===== src/mfl_pkg.sv =====
`default_nettype none
package mfl_pkg;

  localparam int unsigned FrameDepth = 32;
  localparam int unsigned IdxW = $clog2(FrameDepth);
  localparam int unsigned CntW = $clog2(FrameDepth + 1);
  localparam int unsigned TmoW = 21;
  localparam int unsigned QDepth = 2;
  localparam int unsigned QPtrW = $clog2(QDepth);
  localparam int unsigned QCntW = $clog2(QDepth + 1);
  localparam int unsigned CfgIdxW = 1;
  localparam int unsigned CfgDataW = 16;

  localparam logic [CfgIdxW-1:0] CfgTimeout = 1'b0;
  localparam logic [CfgIdxW-1:0] CfgSeed = 1'b1;

  typedef enum logic [2:0] {
    ActStart      = 3'd0,
    ActTxByte     = 3'd1,
    ActRxWord     = 3'd2,
    ActRxFrameErr = 3'd3,
    ActTick       = 3'd4
  } action_e;

  typedef enum logic [1:0] {
    KindTx     = 2'd0,
    KindRx     = 2'd1,
    KindStatus = 2'd2
  } kind_e;

  typedef enum logic [1:0] {
    StOk       = 2'd0,
    StChecksum = 2'd1,
    StTimeout  = 2'd2,
    StFraming  = 2'd3
  } status_e;

  // one front request: up to two transmit words, then reply bytes, then status
  typedef struct packed {
    logic            w0_vld;
    logic [8:0]      w0;
    logic            w1_vld;
    logic [8:0]      w1;
    logic [IdxW-1:0] nbytes;
    logic            st_vld;
    status_e         st;
    logic [15:0]     cnt_cs;
    logic [15:0]     cnt_to;
    logic [15:0]     cnt_fr;
  } job_t;

  typedef struct packed {
    logic            en;
    logic [IdxW-1:0] addr;
    logic [7:0]      data;
  } store_wr_t;

endpackage
`default_nettype wire


===== src/mfl_front.sv =====
`default_nettype none
module mfl_front (
  input  wire logic                         clk_i,
  input  wire logic                         rst_ni,
  input  wire logic                         push,
  output logic                              full,
  input  wire logic [2:0]                   action_i,
  input  wire logic [7:0]                   node_id_i,
  input  wire logic [4:0]                   send_count_i,
  input  wire logic [4:0]                   reply_count_i,
  input  wire logic [8:0]                   data_word_i,
  input  wire logic                         cfg_we_i,
  input  wire logic [mfl_pkg::CfgIdxW-1:0]  cfg_idx_i,
  input  wire logic [mfl_pkg::CfgDataW-1:0] cfg_data_i,
  input  wire logic                         q_full_i,
  input  wire logic                         bytes_done_i,
  output logic                              job_push_o,
  output mfl_pkg::job_t                     job_o,
  output mfl_pkg::store_wr_t                wr_o
);

  logic [15:0] ticks_q;
  logic [7:0]  seed_q;

  logic busy_q, busy_d;
  logic [4:0] send_left_q, send_left_d;
  logic [7:0] send_check_q, send_check_d;
  logic send_done_q, send_done_d;
  logic reply_act_q, reply_act_d;
  logic [mfl_pkg::CntW-1:0] reply_exp_q, reply_exp_d;
  logic [mfl_pkg::CntW-1:0] reply_rcv_q, reply_rcv_d;
  logic [7:0] reply_check_q, reply_check_d;
  logic framing_q, framing_d;
  logic [mfl_pkg::TmoW-1:0] tmo_q, tmo_d;
  mfl_pkg::status_e pend_q, pend_d;
  logic reply_fin_q, reply_fin_d;
  logic [15:0] cnt_cs_q, cnt_cs_d, cnt_to_q, cnt_to_d, cnt_fr_q, cnt_fr_d;
  logic bytes_pend_q, bytes_pend_d;

  logic accept;
  mfl_pkg::job_t job;

  assign full = q_full_i || bytes_pend_q;
  assign accept = push && !full;

  always_comb begin
    logic [7:0]  exp_w;
    logic [22:0] tmo_prod;
    busy_d        = busy_q;
    send_left_d   = send_left_q;
    send_check_d  = send_check_q;
    send_done_d   = send_done_q;
    reply_act_d   = reply_act_q;
    reply_exp_d   = reply_exp_q;
    reply_rcv_d   = reply_rcv_q;
    reply_check_d = reply_check_q;
    framing_d     = framing_q;
    tmo_d         = tmo_q;
    pend_d        = pend_q;
    reply_fin_d   = reply_fin_q;
    cnt_cs_d      = cnt_cs_q;
    cnt_to_d      = cnt_to_q;
    cnt_fr_d      = cnt_fr_q;
    job           = '0;
    wr_o          = '0;
    exp_w         = {3'b000, reply_count_i} + 8'd1;
    if (exp_w > 8'(mfl_pkg::FrameDepth)) begin
      exp_w = 8'(mfl_pkg::FrameDepth);
    end
    tmo_prod = 23'(ticks_q) * 23'(exp_w);

    if (accept) begin
      unique case (action_i)
        mfl_pkg::ActStart: begin
          if (!busy_q) begin
            busy_d       = 1'b1;
            job.w0_vld   = 1'b1;
            job.w0       = {1'b1, node_id_i};
            send_check_d = node_id_i ^ seed_q;
            send_left_d  = send_count_i;
            send_done_d  = (send_count_i == 5'd0);
            if (send_count_i == 5'd0) begin
              job.w1_vld = 1'b1;
              job.w1     = {1'b0, node_id_i ^ seed_q};
            end
            pend_d = mfl_pkg::StOk;
            if (reply_count_i >= 5'd2) begin
              reply_exp_d   = mfl_pkg::CntW'(exp_w);
              reply_act_d   = 1'b1;
              reply_fin_d   = 1'b0;
              reply_rcv_d   = '0;
              reply_check_d = node_id_i;
              framing_d     = 1'b0;
              tmo_d         = tmo_prod[mfl_pkg::TmoW-1:0];
            end else begin
              reply_act_d = 1'b0;
              reply_fin_d = 1'b1;
            end
            if (send_done_d && reply_fin_d) begin
              job.st_vld = 1'b1;
              job.st     = pend_d;
              busy_d     = 1'b0;
            end
          end
        end
        mfl_pkg::ActTxByte: begin
          if (busy_q && !send_done_q) begin
            job.w0_vld   = 1'b1;
            job.w0       = {1'b0, data_word_i[7:0]};
            send_check_d = send_check_q ^ data_word_i[7:0];
            send_left_d  = send_left_q - 5'd1;
            if (send_left_d == 5'd0) begin
              job.w1_vld  = 1'b1;
              job.w1      = {1'b0, send_check_d};
              send_done_d = 1'b1;
            end
            if (send_done_d && reply_fin_q) begin
              job.st_vld = 1'b1;
              job.st     = pend_q;
              busy_d     = 1'b0;
            end
          end
        end
        mfl_pkg::ActRxWord: begin
          if (reply_act_q) begin
            if (reply_rcv_q < mfl_pkg::CntW'(mfl_pkg::FrameDepth)) begin
              wr_o.en   = 1'b1;
              wr_o.addr = reply_rcv_q[mfl_pkg::IdxW-1:0];
              wr_o.data = data_word_i[7:0];
            end
            reply_check_d = reply_check_q ^ data_word_i[7:0];
            reply_rcv_d   = reply_rcv_q + mfl_pkg::CntW'(1);
            if (reply_rcv_d >= reply_exp_q) begin
              if (framing_q) begin
                pend_d = mfl_pkg::StFraming;
              end else if (reply_check_d == seed_q) begin
                job.nbytes = mfl_pkg::IdxW'(reply_exp_q - mfl_pkg::CntW'(1));
                pend_d     = mfl_pkg::StOk;
              end else begin
                cnt_cs_d = cnt_cs_q + 16'd1;
                pend_d   = mfl_pkg::StChecksum;
              end
              reply_act_d = 1'b0;
              reply_fin_d = 1'b1;
              if (busy_q && send_done_q) begin
                job.st_vld = 1'b1;
                job.st     = pend_d;
                busy_d     = 1'b0;
              end
            end
          end
        end
        mfl_pkg::ActRxFrameErr: begin
          cnt_fr_d = cnt_fr_q + 16'd1;
          if (reply_act_q) begin
            framing_d = 1'b1;
          end
        end
        mfl_pkg::ActTick: begin
          if (reply_act_q) begin
            if (tmo_q <= mfl_pkg::TmoW'(1)) begin
              tmo_d       = '0;
              cnt_to_d    = cnt_to_q + 16'd1;
              reply_act_d = 1'b0;
              reply_fin_d = 1'b1;
              pend_d      = mfl_pkg::StTimeout;
              if (busy_q && send_done_q) begin
                job.st_vld = 1'b1;
                job.st     = pend_d;
                busy_d     = 1'b0;
              end
            end else begin
              tmo_d = tmo_q - mfl_pkg::TmoW'(1);
            end
          end
        end
        default: ;
      endcase
    end

    job.cnt_cs = cnt_cs_d;
    job.cnt_to = cnt_to_d;
    job.cnt_fr = cnt_fr_d;
    job_push_o = accept && (job.w0_vld || job.st_vld || (job.nbytes != '0));
    job_o      = job;

    bytes_pend_d = bytes_pend_q;
    if (job_push_o && (job.nbytes != '0)) begin
      bytes_pend_d = 1'b1;
    end else if (bytes_done_i) begin
      bytes_pend_d = 1'b0;
    end
  end

  always_ff @(posedge clk_i or negedge rst_ni) begin
    if (!rst_ni) begin
      ticks_q       <= 16'd88;
      seed_q        <= 8'hAA;
      busy_q        <= 1'b0;
      send_left_q   <= '0;
      send_check_q  <= '0;
      send_done_q   <= 1'b1;
      reply_act_q   <= 1'b0;
      reply_exp_q   <= '0;
      reply_rcv_q   <= '0;
      reply_check_q <= '0;
      framing_q     <= 1'b0;
      tmo_q         <= '0;
      pend_q        <= mfl_pkg::StOk;
      reply_fin_q   <= 1'b1;
      cnt_cs_q      <= '0;
      cnt_to_q      <= '0;
      cnt_fr_q      <= '0;
      bytes_pend_q  <= 1'b0;
    end else begin
      if (cfg_we_i) begin
        unique case (cfg_idx_i)
          mfl_pkg::CfgTimeout: ticks_q <= cfg_data_i;
          mfl_pkg::CfgSeed:    seed_q <= cfg_data_i[7:0];
          default: ;
        endcase
      end
      busy_q        <= busy_d;
      send_left_q   <= send_left_d;
      send_check_q  <= send_check_d;
      send_done_q   <= send_done_d;
      reply_act_q   <= reply_act_d;
      reply_exp_q   <= reply_exp_d;
      reply_rcv_q   <= reply_rcv_d;
      reply_check_q <= reply_check_d;
      framing_q     <= framing_d;
      tmo_q         <= tmo_d;
      pend_q        <= pend_d;
      reply_fin_q   <= reply_fin_d;
      cnt_cs_q      <= cnt_cs_d;
      cnt_to_q      <= cnt_to_d;
      cnt_fr_q      <= cnt_fr_d;
      bytes_pend_q  <= bytes_pend_d;
    end
  end

endmodule
`default_nettype wire


===== src/mfl_queue.sv =====
`default_nettype none
module mfl_queue (
  input  wire logic          clk_i,
  input  wire logic          rst_ni,
  input  wire logic          push_i,
  input  mfl_pkg::job_t      data_i,
  output logic               full_o,
  input  wire logic          pop_i,
  output mfl_pkg::job_t      data_o,
  output logic               empty_o
);

  mfl_pkg::job_t slot_q [mfl_pkg::QDepth];
  logic [mfl_pkg::QPtrW-1:0] wptr_q, rptr_q;
  logic [mfl_pkg::QCntW-1:0] cnt_q;
  logic do_push, do_pop;

  assign full_o  = (cnt_q == mfl_pkg::QCntW'(mfl_pkg::QDepth));
  assign empty_o = (cnt_q == '0);
  assign data_o  = slot_q[rptr_q];
  assign do_push = push_i && !full_o;
  assign do_pop  = pop_i && !empty_o;

  always_ff @(posedge clk_i) begin
    if (do_push) begin
      slot_q[wptr_q] <= data_i;
    end
  end

  always_ff @(posedge clk_i or negedge rst_ni) begin
    if (!rst_ni) begin
      wptr_q <= '0;
      rptr_q <= '0;
      cnt_q  <= '0;
    end else begin
      if (do_push) begin
        wptr_q <= wptr_q + mfl_pkg::QPtrW'(1);
      end
      if (do_pop) begin
        rptr_q <= rptr_q + mfl_pkg::QPtrW'(1);
      end
      if (do_push && !do_pop) begin
        cnt_q <= cnt_q + mfl_pkg::QCntW'(1);
      end else if (do_pop && !do_push) begin
        cnt_q <= cnt_q - mfl_pkg::QCntW'(1);
      end
    end
  end

endmodule
`default_nettype wire


===== src/mfl_back.sv =====
`default_nettype none
module mfl_back (
  input  wire logic          clk_i,
  input  wire logic          rst_ni,
  input  mfl_pkg::job_t      job_i,
  input  wire logic          q_empty_i,
  output logic               q_pop_o,
  input  mfl_pkg::store_wr_t wr_i,
  output logic               bytes_done_o,
  output logic               empty,
  input  wire logic          pop,
  output logic [1:0]         kind_o,
  output logic [8:0]         word_o,
  output logic [1:0]         status_o,
  output logic [15:0]        checksum_errors_o,
  output logic [15:0]        timeout_errors_o,
  output logic [15:0]        framing_errors_o,
  output logic               last_o
);

  typedef enum logic [5:0] {
    BkIdle = 6'b000001,
    BkW0   = 6'b000010,
    BkW1   = 6'b000100,
    BkRd   = 6'b001000,
    BkByte = 6'b010000,
    BkStat = 6'b100000
  } bk_state_e;

  bk_state_e state_q, state_d;
  mfl_pkg::job_t job_q;
  logic [mfl_pkg::IdxW-1:0] idx_q, idx_d;
  logic [7:0] store [mfl_pkg::FrameDepth];
  logic [7:0] mem_q;

  logic out_vld_q, out_vld_d;
  mfl_pkg::kind_e kind_q, kind_d;
  logic [8:0] word_q, word_d;
  mfl_pkg::status_e st_q, st_d;
  logic [15:0] cs_q, cs_d, to_q, to_d, fr_q, fr_d;
  logic last_q, last_d;

  logic slot_free, load, last_byte;
  bk_state_e after_w0, after_w1, after_bytes, first_st;

  assign slot_free = !out_vld_q || pop;
  assign last_byte = (idx_q == job_q.nbytes - mfl_pkg::IdxW'(1));
  assign bytes_done_o = (state_q == BkRd) && last_byte;
  assign q_pop_o = (state_q == BkIdle) && !q_empty_i;

  assign after_bytes = job_q.st_vld ? BkStat : BkIdle;
  assign after_w1 = (job_q.nbytes != '0) ? BkRd : after_bytes;
  assign after_w0 = job_q.w1_vld ? BkW1 : after_w1;

  always_comb begin
    if (job_i.w0_vld) begin
      first_st = BkW0;
    end else if (job_i.nbytes != '0) begin
      first_st = BkRd;
    end else begin
      first_st = BkStat;
    end
  end

  always_comb begin
    state_d = state_q;
    idx_d   = idx_q;
    load    = 1'b0;
    kind_d  = kind_q;
    word_d  = word_q;
    st_d    = st_q;
    last_d  = last_q;
    unique case (state_q)
      BkIdle: begin
        if (!q_empty_i) begin
          state_d = first_st;
          idx_d   = '0;
        end
      end
      BkW0: begin
        if (slot_free) begin
          load    = 1'b1;
          kind_d  = mfl_pkg::KindTx;
          word_d  = job_q.w0;
          st_d    = mfl_pkg::StOk;
          last_d  = (after_w0 == BkIdle);
          state_d = after_w0;
        end
      end
      BkW1: begin
        if (slot_free) begin
          load    = 1'b1;
          kind_d  = mfl_pkg::KindTx;
          word_d  = job_q.w1;
          st_d    = mfl_pkg::StOk;
          last_d  = (after_w1 == BkIdle);
          state_d = after_w1;
        end
      end
      BkRd: begin
        state_d = BkByte;
      end
      BkByte: begin
        if (slot_free) begin
          load   = 1'b1;
          kind_d = mfl_pkg::KindRx;
          word_d = {1'b0, mem_q};
          st_d   = mfl_pkg::StOk;
          last_d = last_byte && !job_q.st_vld;
          idx_d  = idx_q + mfl_pkg::IdxW'(1);
          state_d = last_byte ? after_bytes : BkRd;
        end
      end
      BkStat: begin
        if (slot_free) begin
          load    = 1'b1;
          kind_d  = mfl_pkg::KindStatus;
          word_d  = '0;
          st_d    = job_q.st;
          last_d  = 1'b1;
          state_d = BkIdle;
        end
      end
      default: state_d = BkIdle;
    endcase
    cs_d = load ? job_q.cnt_cs : cs_q;
    to_d = load ? job_q.cnt_to : to_q;
    fr_d = load ? job_q.cnt_fr : fr_q;
    if (load) begin
      out_vld_d = 1'b1;
    end else if (pop) begin
      out_vld_d = 1'b0;
    end else begin
      out_vld_d = out_vld_q;
    end
  end

  always_ff @(posedge clk_i) begin
    if (wr_i.en) begin
      store[wr_i.addr] <= wr_i.data;
    end
    if (state_q == BkRd) begin
      mem_q <= store[idx_q];
    end
    if (q_pop_o) begin
      job_q <= job_i;
    end
    kind_q <= kind_d;
    word_q <= word_d;
    st_q   <= st_d;
    cs_q   <= cs_d;
    to_q   <= to_d;
    fr_q   <= fr_d;
    last_q <= last_d;
    idx_q  <= idx_d;
  end

  always_ff @(posedge clk_i or negedge rst_ni) begin
    if (!rst_ni) begin
      state_q   <= BkIdle;
      out_vld_q <= 1'b0;
    end else begin
      state_q   <= state_d;
      out_vld_q <= out_vld_d;
    end
  end

  assign empty             = !out_vld_q;
  assign kind_o            = kind_q;
  assign word_o            = word_q;
  assign status_o          = st_q;
  assign checksum_errors_o = cs_q;
  assign timeout_errors_o  = to_q;
  assign framing_errors_o  = fr_q;
  assign last_o            = last_q;

endmodule
`default_nettype wire


===== src/multidrop_frame_link_controller.sv =====
// Master side of a 9-bit multidrop serial transaction with XOR checksum.
// Events (start, transmit byte, received word, framing error, timer tick)
// are pushed one per cycle while full is low; the front classifies each one
// and updates the transaction state in that cycle, then hands a request to
// a two-entry queue. The back takes each request from the queue in its idle
// state, then turns it into results: each transmit word or status is loaded
// into the output register, and each reply byte passes through a read state
// and a byte state because it comes through a registered read of the
// 32-entry reply store. While a checked reply's bytes are still being read
// out, full stays high and holds the input. Full also rises when the queue
// fills because the result side is not popping. Configuration writes take
// effect at once and should be made only when no transaction is in flight.
`default_nettype none
module multidrop_frame_link_controller (
  input  wire logic                         clk_i,
  input  wire logic                         rst_ni,
  input  wire logic                         push,
  output logic                              full,
  input  wire logic [2:0]                   action_i,
  input  wire logic [7:0]                   node_id_i,
  input  wire logic [4:0]                   send_count_i,
  input  wire logic [4:0]                   reply_count_i,
  input  wire logic [8:0]                   data_word_i,
  input  wire logic                         cfg_we_i,
  input  wire logic [mfl_pkg::CfgIdxW-1:0]  cfg_idx_i,
  input  wire logic [mfl_pkg::CfgDataW-1:0] cfg_data_i,
  output logic                              empty,
  input  wire logic                         pop,
  output logic [1:0]                        kind_o,
  output logic [8:0]                        word_o,
  output logic [1:0]                        status_o,
  output logic [15:0]                       checksum_errors_o,
  output logic [15:0]                       timeout_errors_o,
  output logic [15:0]                       framing_errors_o,
  output logic                              last_o
);

  logic q_full, q_empty, q_pop, job_push, bytes_done;
  mfl_pkg::job_t job_in, job_out;
  mfl_pkg::store_wr_t wr;

  mfl_front u_front (
    .clk_i         (clk_i),
    .rst_ni        (rst_ni),
    .push          (push),
    .full          (full),
    .action_i      (action_i),
    .node_id_i     (node_id_i),
    .send_count_i  (send_count_i),
    .reply_count_i (reply_count_i),
    .data_word_i   (data_word_i),
    .cfg_we_i      (cfg_we_i),
    .cfg_idx_i     (cfg_idx_i),
    .cfg_data_i    (cfg_data_i),
    .q_full_i      (q_full),
    .bytes_done_i  (bytes_done),
    .job_push_o    (job_push),
    .job_o         (job_in),
    .wr_o          (wr)
  );

  mfl_queue u_queue (
    .clk_i   (clk_i),
    .rst_ni  (rst_ni),
    .push_i  (job_push),
    .data_i  (job_in),
    .full_o  (q_full),
    .pop_i   (q_pop),
    .data_o  (job_out),
    .empty_o (q_empty)
  );

  mfl_back u_back (
    .clk_i             (clk_i),
    .rst_ni            (rst_ni),
    .job_i             (job_out),
    .q_empty_i         (q_empty),
    .q_pop_o           (q_pop),
    .wr_i              (wr),
    .bytes_done_o      (bytes_done),
    .empty             (empty),
    .pop               (pop),
    .kind_o            (kind_o),
    .word_o            (word_o),
    .status_o          (status_o),
    .checksum_errors_o (checksum_errors_o),
    .timeout_errors_o  (timeout_errors_o),
    .framing_errors_o  (framing_errors_o),
    .last_o            (last_o)
  );

endmodule
`default_nettype wire


===== config.mk =====
export PLATFORM = sky130hd
export DESIGN_NAME = multidrop_frame_link_controller
export DESIGN_NICKNAME = d
export VERILOG_FILES = /design/src/mfl_pkg.sv /design/src/mfl_front.sv /design/src/mfl_queue.sv /design/src/mfl_back.sv /design/src/multidrop_frame_link_controller.sv
export SDC_FILE = /design/constraint.sdc
export NUM_CORES = 1
export LEC_CHECK = 0
export ABC_AREA = 0
export BUFFER_PORTS_ARGS = -buffer_cell sky130_fd_sc_hd__buf_4
export CAP_MARGIN = 10
export CORE_ASPECT_RATIO = 2
export CORE_MARGIN = 2
export CORE_UTILIZATION = 65
export DETAILED_ROUTE_END_ITERATION = 12
export GPL_ROUTABILITY_DRIVEN = 0
export GPL_TIMING_DRIVEN = 0
export PLACE_DENSITY = 0.86
export SYNTH_ARGS = -nofsm -noshare
export SYNTH_HDL_FRONTEND = slang
export SYNTH_SLANG_ARGS = --single-unit

===== constraint.sdc =====
create_clock -name clk_i -period 11.1 [get_ports clk_i]
set_clock_uncertainty 0.15 [all_clocks]
set_input_delay 0.555 -clock clk_i [delete_from_list [all_inputs] [get_ports clk_i]]
set_output_delay 0.555 -clock clk_i [all_outputs]
set_load 0.01 [all_outputs]

Word level (Yosys, flattened, before mapping)
Memories as Yosys holds them, arrays and structs flattened. A register that Yosys moved wholly into a read port is not among the register bits.
Cells that the tools add are included.
W data, S select, Z words.
- bits of input ports: 52
- ROM bits: 0
- bits in latches: 0
- output and inout bits: 64
- logic and storage cells: 307
- register bits after elaboration: 287
- memory bits (writable): 408
- memories kept: 2
- memory list (name ; depth ; bits a word ; rd ports ; clocked after Yosys merged registers in ; write ports ; line ; text):
    u_back.store ; 32 ; 8 ; 1 ; 1 ; 1 ; mfl_back.sv:33 ; logic [7:0] store [mfl_pkg::FrameDepth];
    u_queue.slot_q ; 2 ; 76 ; 1 ; 0 ; 1 ; mfl_queue.sv:13 ; mfl_pkg::job_t slot_q [mfl_pkg::QDepth];
- add/subtract/negate cells: 14
- bitwise operators: 5
- order comparisons: 5
- multipliers: 1
- mux-type cells: 145
- equality and inequality tests: 31
- shifts and indexed selects: 0
- divide/modulo/power cells: 0
- reduce and logical (&&, ||, !) cells: 64
- operator list (operator ; number):
    $mux W16 ; 12
    $mux W21 ; 4
    $mux W6 ; 14
    $mux W8 ; 8
    $mux W14 ; 4
    $add A16 B1 Y16 const B ; 3
    $mux W1 ; 48
    $pmux W21 S2 ; 1
    $mux W20 ; 2
    $pmux W20 S2 ; 1
    $mux W9 ; 4
    $pmux W6 S6 ; 1
    $pmux W9 S4 ; 1
    $mux W5 ; 7
    $pmux W8 S2 ; 2
    $mux W28 ; 1
    $ne A2 B1 Y1 const B ; 14
    $reduce_and A5 Y1 ; 5
    $mux W2 ; 12
    $mux W3 ; 8
    $xor A8 B8 Y8 ; 3
    $le A21 B1 Y1 const B ; 1
    $mul A16 B8 Y21 ; 1
    $sub A21 B1 Y21 const B ; 1
    52 further kinds ; 107

Logic depth before layout (Yosys ltp)
Gate-level depths: netlist of the first run.
- depth in word-level cells: 19
- mapped depth: 20
- depth with buffers taken out: 18

Cells and area by module
Synthesis of the first run repeated with hierarchy kept, for this count alone.
- cells, all modules: 2116
- area total of the unflattened synthesis: 31778.0 um2
- modules (own cells, without submodules) (module ; area each (um2) ; cells an instance ; seq. area each (um2) ; instances):
    mfl_back ; 15325.9 ; 691 ; 12368.1 ; 1
    mfl_front ; 10635.2 ; 1169 ; 3364.5 ; 1
    mfl_queue ; 5816.8 ; 256 ; 4664.5 ; 1

Worst setup path before layout of the first run
No wires, ideal clock.
- kind: flip-flop to flip-flop
- start point: register u_front.reply_rcv_q[4] (netlist bit)
- end point: memory u_queue.slot_q[0][0] (netlist bit) (enable)
- data arrival time: 5.479 ns
- library setup time: 0.518 ns
- cell stages (with the launch flop): 12
- data required time: 10.432 ns
- setup slack: 4.953 ns
- buffers on the path: 1
- cells stage by stage: dfrtp_1 > clkbuf_1 > nand3_1 > nor2_1 > xor2_1 > ha_1 > or3_1 > o22ai_1 > nor4_1 > nand3_1 > o211ai_2 > nor2b_1
- word-level cells in the longest chain between the ends: 12
- elaborated cells on any way between the ends: 14
- those cells by class: add/sub (1); order compare (1); mux (7); reduce/logical (5)
- RTL lines (item ; line ; text):
    from (decl) ; mfl_front.sv:31 ; logic [mfl_pkg::CntW-1:0] reply_rcv_q, reply_rcv_d;
    from (signal assigned) ; mfl_front.sv:229 ; reply_rcv_q <= reply_rcv_d;
    $add A6 B1 Y6 * ; mfl_front.sv:132 ; reply_rcv_d = reply_rcv_q + mfl_pkg::CntW'(1);
    $ge A6 B6 Y1 * ; mfl_front.sv:133 ; if (reply_rcv_d >= reply_exp_q) begin
    $mux W8 * ; mfl_front.sv:133 ;
    $mux W8 * ; mfl_front.sv:125 ; if (reply_act_q) begin
    $pmux W3 S4 or $mux W5 (tied branches) ; mfl_front.sv:73 ; unique case (action_i)
    $mux W28 * ; mfl_front.sv:72 ; if (accept) begin
    $logic_or A1 B1 Y1 or $reduce_bool A5 Y1 (tied branches) ; mfl_front.sv:184 ; job_push_o = accept && (job.w0_vld || job.st_vld || (job.nbytes != '0));
    $logic_or A1 B1 Y1 * ; mfl_front.sv:184 ;
    $logic_and A1 B1 Y1 * ; mfl_front.sv:184 ;
    $logic_and A1 B1 Y1 * ; mfl_queue.sv:21 ; assign do_push = push_i && !full_o;
    net u_queue.do_push ; mfl_queue.sv:16 ; logic do_push, do_pop;
    $mux W1 * ; mfl_queue.sv:25 ; if (do_push) begin
    $mux W1 (not written as such) * ; mfl_queue.sv:26 ; slot_q[wptr_q] <= data_i;
    to (decl) ; mfl_queue.sv:13 ;
Mark *: on every way through the listed nets, which the timed path passes. The rest lies on a longest branch.

Final worst setup path of the first run
- start point: input port reply_count_i[0]
- end point: register u_front.tmo_q[20] (netlist bit)
- word-level cells in the longest chain between the ends: 7
- elaborated cells on any way between the ends: 10
- those cells by class: add/sub (1); mul (1); order compare (2); eq/ne (1); mux (4); reduce/logical (1)
- RTL lines (item ; line ; text):
    from (decl) ; multidrop_frame_link_controller.sv:22 ; input wire logic [4:0] reply_count_i,
    $add A5 B1 Y6 ; mfl_front.sv:66 ; exp_w = {3'b000, reply_count_i} + 8'd1;
    $gt A8 B6 Y1 ; mfl_front.sv:67 ; if (exp_w > 8'(mfl_pkg::FrameDepth)) begin
    $mux W8 ; mfl_front.sv:67 ;
    $mul A16 B8 Y21 ; mfl_front.sv:70 ; tmo_prod = 23'(ticks_q) * 23'(exp_w);
    $mux W21 ; mfl_front.sv:87 ; if (reply_count_i >= 5'd2) begin
    $mux W21 ; mfl_front.sv:75 ; if (!busy_q) begin
    $pmux W21 S2 ; mfl_front.sv:73 ;
    to (signal assigned) ; mfl_front.sv:232 ; tmo_q <= tmo_d;
    to (decl) ; mfl_front.sv:34 ; logic [mfl_pkg::TmoW-1:0] tmo_q, tmo_d;
Parallel ways exist; a longest one is shown, timed or not. The select of a mux whose other input is x is not followed.
A chain may end at the register's enable or synchronous reset.

==> impl_metrics.yaml, run 1 <==
setup_path:
  critical_path.max_fanout: 10
  crit_required_ns: 11.50
  r2r_start: "u_front.ticks_q[6]"
  critPathLaunch: "reply_count_i[0]"
  critical_path_class: "input pin to flip-flop"
  endpoint_kind: "flip-flop"
  crit_path_start_kind: "input pin"
  worst-endpoint-arrival_ns: 6.77
power_and_ir_drop:
  power_frac_comb_pct: 28.6
  ir_drop_mv: 0.160
  power_mw: 7.76
  powerDensity_nw_per_um2: 217
  p_sw_mw: 2.48
  p_int_mw: 5.28
  switching_share_pct: 31.9
  pwr-share-seq_pct: 43.8
  p_clk_share_pct: 27.6
  power.leakage_nw: 12.4
timing:
  finalHoldViolations: 0
  rsz0062_at_grt: "no"
  holdWs_ns: 0.0189
  maxSlewViolCount: 0
  layout_min_cycle_time_ns: 6.37
  tns_ns: 0
  tightestPinTransition_ns: 1.26
  relSlewSlack_pct: 15.8
  finalCritPeriodShare_pct: 57.4
  fmax_mhz: 157
  worst_slack_ns: 4.73
  setup_viol: 0
outcome:
  status: "completed"
grt:
  antenna_found_initial: 0
  grt_max_degree: 97
  grt_pass1_vias: 20700
  gr-usage-all-layers_pct: 31.9
  grt_pass1_wl_microns: 121000
  overflow: 0
placed_design:
  dp_slack_ns: 4.18
  placed_cells: 2896
  portBuffers: 106
  dp_hpwl_microns: 54500
  place_area_sq_um: 33600
yosys:
  synth_area_leaders: "edfxtp_1, dfrtp_1, mux4_2"
  ys_seq_area_share_pct: 63.7
  synth_top_area_share_pct: 52.3
  synth_nets: 2319
  yosys_warnings: 0
  synth_area_sq_um: 31900
  ys_seq_elements: 700
  avgSynthCellArea_sq_um: 14.9
  synth_cell_type_count: 85
  async_reset_ff_share_pct: 20.7
  netlist_instances: 2145
  synth_flop_cell: "edfxtp_1"
  synth_top_cell_by_area: "edfxtp_1"
  synth_edf_count: 555
routing:
  drtPass1Iterations: 8
  drtIter0Drc: 2076
  drcViolationCount: 0
  wl_microns: 81500
  via_per_inst: 6.59
  post_drt_wl_per_cell_microns: 27.1
  ant_nets: 0
  num_vias: 19800
floorplan:
  coreArea_sq_um: 48400
  die_y_microns: 317
  io_pins: 116
  die_area_sq_um: 50900
  die_w_microns: 161
  rows: 114
  initial_utilization_pct: 65.9
finish:
  final_cells: 3004
  drive_above_1_share_pct: 19.3
  n_antenna_cell: 0
  area_delta_synth_final_pct: 12.1
  nNetsFinal: 2495
  fin_util_pct: 73.9
  fin_area_sq_um: 35700
  layout_commonest_cell: "edfxtp_1"
  final_cell_mix: "edfxtp_1, nor2_1, dfrtp_1"
hold_path:
  min-delay-start: "cfg_data_i[14]"
  hp-class: "input pin to flip-flop"
clock_network:
  htree_levels: 2
  post_cts_buffers: 0
  path_clk_slew_ns: 0.07
  root_buffer: "clkbuf_16"
  cts_tree: "built"
  clock_sinks: 700
  cts_made_buffers: 55
  clk_path_buf_depth: 3
  clock_latency_ns: 0.62
job:
  max_cap_viol_count: 0
synth_stat cells (29+ instances only):
master	count
mux4_2	80
a21oi_1	52
edfxtp_1	555
xor2_1	43
and2_1	68
clkbuf_1	63
o21ai_0	59
nor2b_1	40
xnor2_1	59
nor2_1	160
o21ai_1	35
inv_1	110
fa_1	56
dfrtp_1	135
nand4_1	29
nand2_1	76
ha_1	66
nand3_1	36
mux2_2	107
registers in the layout, indices dropped and copies added, names as in the netlist, 5 cells and up:
register and cells:
u_back.framing_errors_o 16, u_back.timeout_errors_o 16, u_front.ticks_q 16, u_front.cnt_fr_q 16, u_front.cnt_to_q 16, u_queue.slot_q 150
u_back.idx_q 5, u_front.tmo_q 21, u_front.reply_rcv_q 6, u_front.cnt_cs_q 16, u_back.store 256, u_back.checksum_errors_o 16
u_front.send_left_q 5, u_back.mem_q 8, u_front.reply_exp_q 6, u_front.seed_q 8, u_back.word_o 9, u_front.send_check_q 8
u_back.state_q 6, u_front.reply_check_q 8, u_back.job_q 74
layout make-up:
cell class	count	area (sq um)
clock inverters	33	438
multi-input cells	1235	10700
well taps	638	798
inverters	112	423
fillers	2770	12600
repair buffers	119	1080
clock buffers	69	1520
plain buffers	98	438
flip-flops and latches	700	20300
per-layer routing:
metal / global-route usage (%) / vias up / part of all wire, %
met2: 59.1 / 1220 / 54
met1: 31.7 / 9842 / 30
met5: 0 / - / 0
met3: 4.72 / 400 / 6.5
li1: - / 8344 / -
met4: 24.8 / 0 / 9.3
power by group through the flow:
stage	Sequential, mW	Clock (mW)	Combinational (mW)
finish	3.40	2.14	2.22
global route	3.42	2.24	2.41
CTS	3.39	2.15	2.18
detailed placement	3.44	0	2.15
global placement	3.44	0	2.04
floorplan	3.40	0	1.50
cells by family after synthesis:
logic type      synth area share [%]
flops                           63.7
simple gates                    9.03
compound gates                  5.54
buf+inv                         2.69
mux                             9.67
fa+ha+maj                       6.11
xor+xnor                        3.23
worst paths after layout:
kind / endpoint / cells after the start / slack [ns]
max reg2reg: u_front.tmo_q[20] / 14 / 6.18
max in group asynchronous: u_front.cnt_fr_q[8] / 3 / 9.54
min: u_front.ticks_q[14] / 2 / 0.02
min reg2reg: u_back.checksum_errors_o[2] / 0 / 0.27
max: u_front.tmo_q[20] / 20 / 4.73
min in group asynchronous: u_front.ticks_q[14] / 2 / 0.31
worst max-delay path: stages:
cell and delay [ns]:
buf_4 0.11, buf_2 0.17, and4_1 0.32, and2_1 0.30
nor2_1 0.55, clkbuf_1 0.58, and2_1 0.23, fa_1 0.42
ha_1 0.33, fa_1 0.54, inv_1 0.05, fa_1 0.54
inv_1 0.05, ha_1 0.34, o21ai_0 0.34, a21oi_1 0.17
and4_1 0.25, o31a_1 0.36, or4_1 0.44, nand3_1 0.11
repair_timing:
action                    4_1_cts  5_1_grt
hold buffers                    1        0
gates resized for setup         0        0
hold endpoints to repair       42        0
No activity file was read; power rests on OpenSTA's default activity.
==> inputs of run 2 (changes only) <==
CORE_UTILIZATION = 62   (was 65)
PLACE_DENSITY = 0.83   (was 0.86)
clock period = 5.9 ns   (was 11.1 ns; I/O delays follow)
==> impl_metrics.yaml, run 2 (synthesized netlist as in run 1, its figures left out) <==
outcome:
  status: "completed"
setup_path:
  r2r_start: "u_front.ticks_q[3]"
  crit_required_ns: 6.31
  critPathLaunch: "reply_count_i[0]"
  path_buf_inv: 5
  critical_path.max_fanout: 10
  path_common_cell: "fa_1"
  crit_family: "adder cells"
  endpoint_kind: "flip-flop"
  worst-endpoint-arrival_ns: 6.16
  crit_path_start_kind: "input pin"
  critical_path_class: "input pin to flip-flop"
  crit_slowest_cell: "fa_1"
  crit_path_cell_trace: "buf_4 -> buf_2 -> and4_1 -> and2_1 -> nor2_2 -> clkbuf_2 -> and2_1 -> fa_1 -> ha_1 -> fa_1 -> inv_1 -> fa_1 -> inv_1 -> ha_1 -> o21ai_0 -> a21oi_1 -> and4_1 -> o31a_1 -> or4_1 -> nand3_1"
  cpPeakStageDelay_ns: 0.54
routing:
  dr_wl_met2_microns: 41700
  num_vias: 19300
  ant_nets: 0
  post_drt_wl_per_cell_microns: 24.6
  drcViolationCount: 0
  wl_microns: 75300
  highest_layer: "met4"
  via_per_inst: 6.31
  dr_wl_met3_microns: 4200
  drtIter0Drc: 1612
  drtPass1Iterations: 8
  wl_met1_microns: 23300
job:
  max_cap_viol_count: 0
placed_design:
  placed_cells: 2911
  dp_hpwl_microns: 53500
  place_area_sq_um: 33600
  portBuffers: 106
clock_network:
  path_clk_slew_ns: 0.07
  post_cts_buffers: 0
  cts_tree: "built"
  clock_latency_ns: 0.62
  clk_path_buf_depth: 3
  htree_levels: 2
  root_buffer: "clkbuf_16"
  clock_sinks: 700
  cts_made_buffers: 56
finish:
  nNetsFinal: 2533
  fin_area_sq_um: 36100
  largest_reg_flops: 256
  final_cell_mix: "edfxtp_1, nor2_1, dfrtp_1"
  fin_util_pct: 71.1
  layout_commonest_cell: "edfxtp_1"
  drive_above_1_share_pct: 19.3
  area_delta_synth_final_pct: 13.4
  final_cells: 3061
  top_regs: "u_back.store x256, u_queue.slot_q x150, u_back.job_q x74"
  regMostFlops: "u_back.store"
power_and_ir_drop:
  powerDensity_nw_per_um2: 404
  power_mw: 14.6
  power.leakage_nw: 12.6
  ir_drop_mv: 0.290
grt:
  grt_pass1_wl_microns: 115000
  overflow: 0
  grt_max_degree: 98
  antenna_found_initial: 2
  grt_pass1_vias: 20600
  gr-usage-all-layers_pct: 28.9
timing:
  rsz0062_at_grt: "no"
  holdWs_ns: 0.0302
  relSlewSlack_pct: 13.6
  finalHoldViolations: 0
  maxSlewViolCount: 0
  finalCritPeriodShare_pct: 97.5
  setup_viol: 0
  tightestPinTransition_ns: 1.30
  layout_min_cycle_time_ns: 5.76
  fmax_mhz: 174
floorplan:
  die_area_sq_um: 53300
  rows: 117
  initial_utilization_pct: 62.7
  die_y_microns: 325
  io_pins: 116
  die_w_microns: 164
  coreArea_sq_um: 50800
hold_path:
  hp-class: "input pin to flip-flop"
  min-delay-start: "data_word_i[0]"
[run 2: per-stage QoR]
step                TNS [ns]  setup slack, ns
global route               0           0.0317
CTS                        0            0.107
global placement      -39.41           -0.620
floorplan                  0            0.628
finish                     0            0.145
detailed placement     -5.41           -0.735
[run 2: worst paths after layout]
check | end | slack (ns) | depth (start not counted)
max in group asynchronous | u_front.cnt_to_q[14] | 4.63 | 3
setup / recovery | u_front.tmo_q[20] | 0.14 | 20
setup reg to reg | u_front.tmo_q[17] | 1.03 | 14
min in group asynchronous | u_front.ticks_q[12] | 0.04 | 2
hold reg to reg | u_back.checksum_errors_o[9] | 0.26 | 0
hold / removal | u_front.send_check_q[0] | 0.03 | 4
[run 2: power by group]
part / internal (mW) / switching, mW
clock network: 2.28 / 1.74
registers: 6.02 / 0.348
logic: 1.66 / 2.53
[run 2: timing repair]
action | 4_1_cts | 5_1_grt
hold buffers | 41 | 0
resized for setup | 1 | 8
endpoints found under the setup margin | 1 | 6
gates cloned | 0 | 0
endpoints found under the hold margin | 126 | 0
[run 2: worst register-to-register path: stages (launching register included)]
cell and delay (ns):
dfstp_2 0.60, nor2b_1 0.20, fa_1 0.44, ha_1 0.29, inv_1 0.05, fa_1 0.53, inv_1 0.06, fa_1 0.48
ha_1 0.36, o21a_1 0.20, o31a_1 0.16, o311ai_1 0.50, o21bai_1 0.25, a2111o_1 0.42, o211ai_1 0.09
[run 2: routing by layer]
metal | GRT usage (%) | vias up
met5 | 0 | -
met4 | 20.1 | 0
met3 | 3.75 | 295
met2 | 53.7 | 944
met1 | 28.9 | 9652
li1 | - | 8431
[run 2: final cells by class]
class | instances | area (sq um)
sequential | 700 | 20300
multi-input combinational | 1235 | 10700
inverter | 112 | 423
antenna | 1 | 2.50
fill | 3106 | 14700
clock inverter | 37 | 504
clock buffer | 68 | 1480
tap | 654 | 818
buffer | 98 | 442
timing repair buffer | 156 | 1440
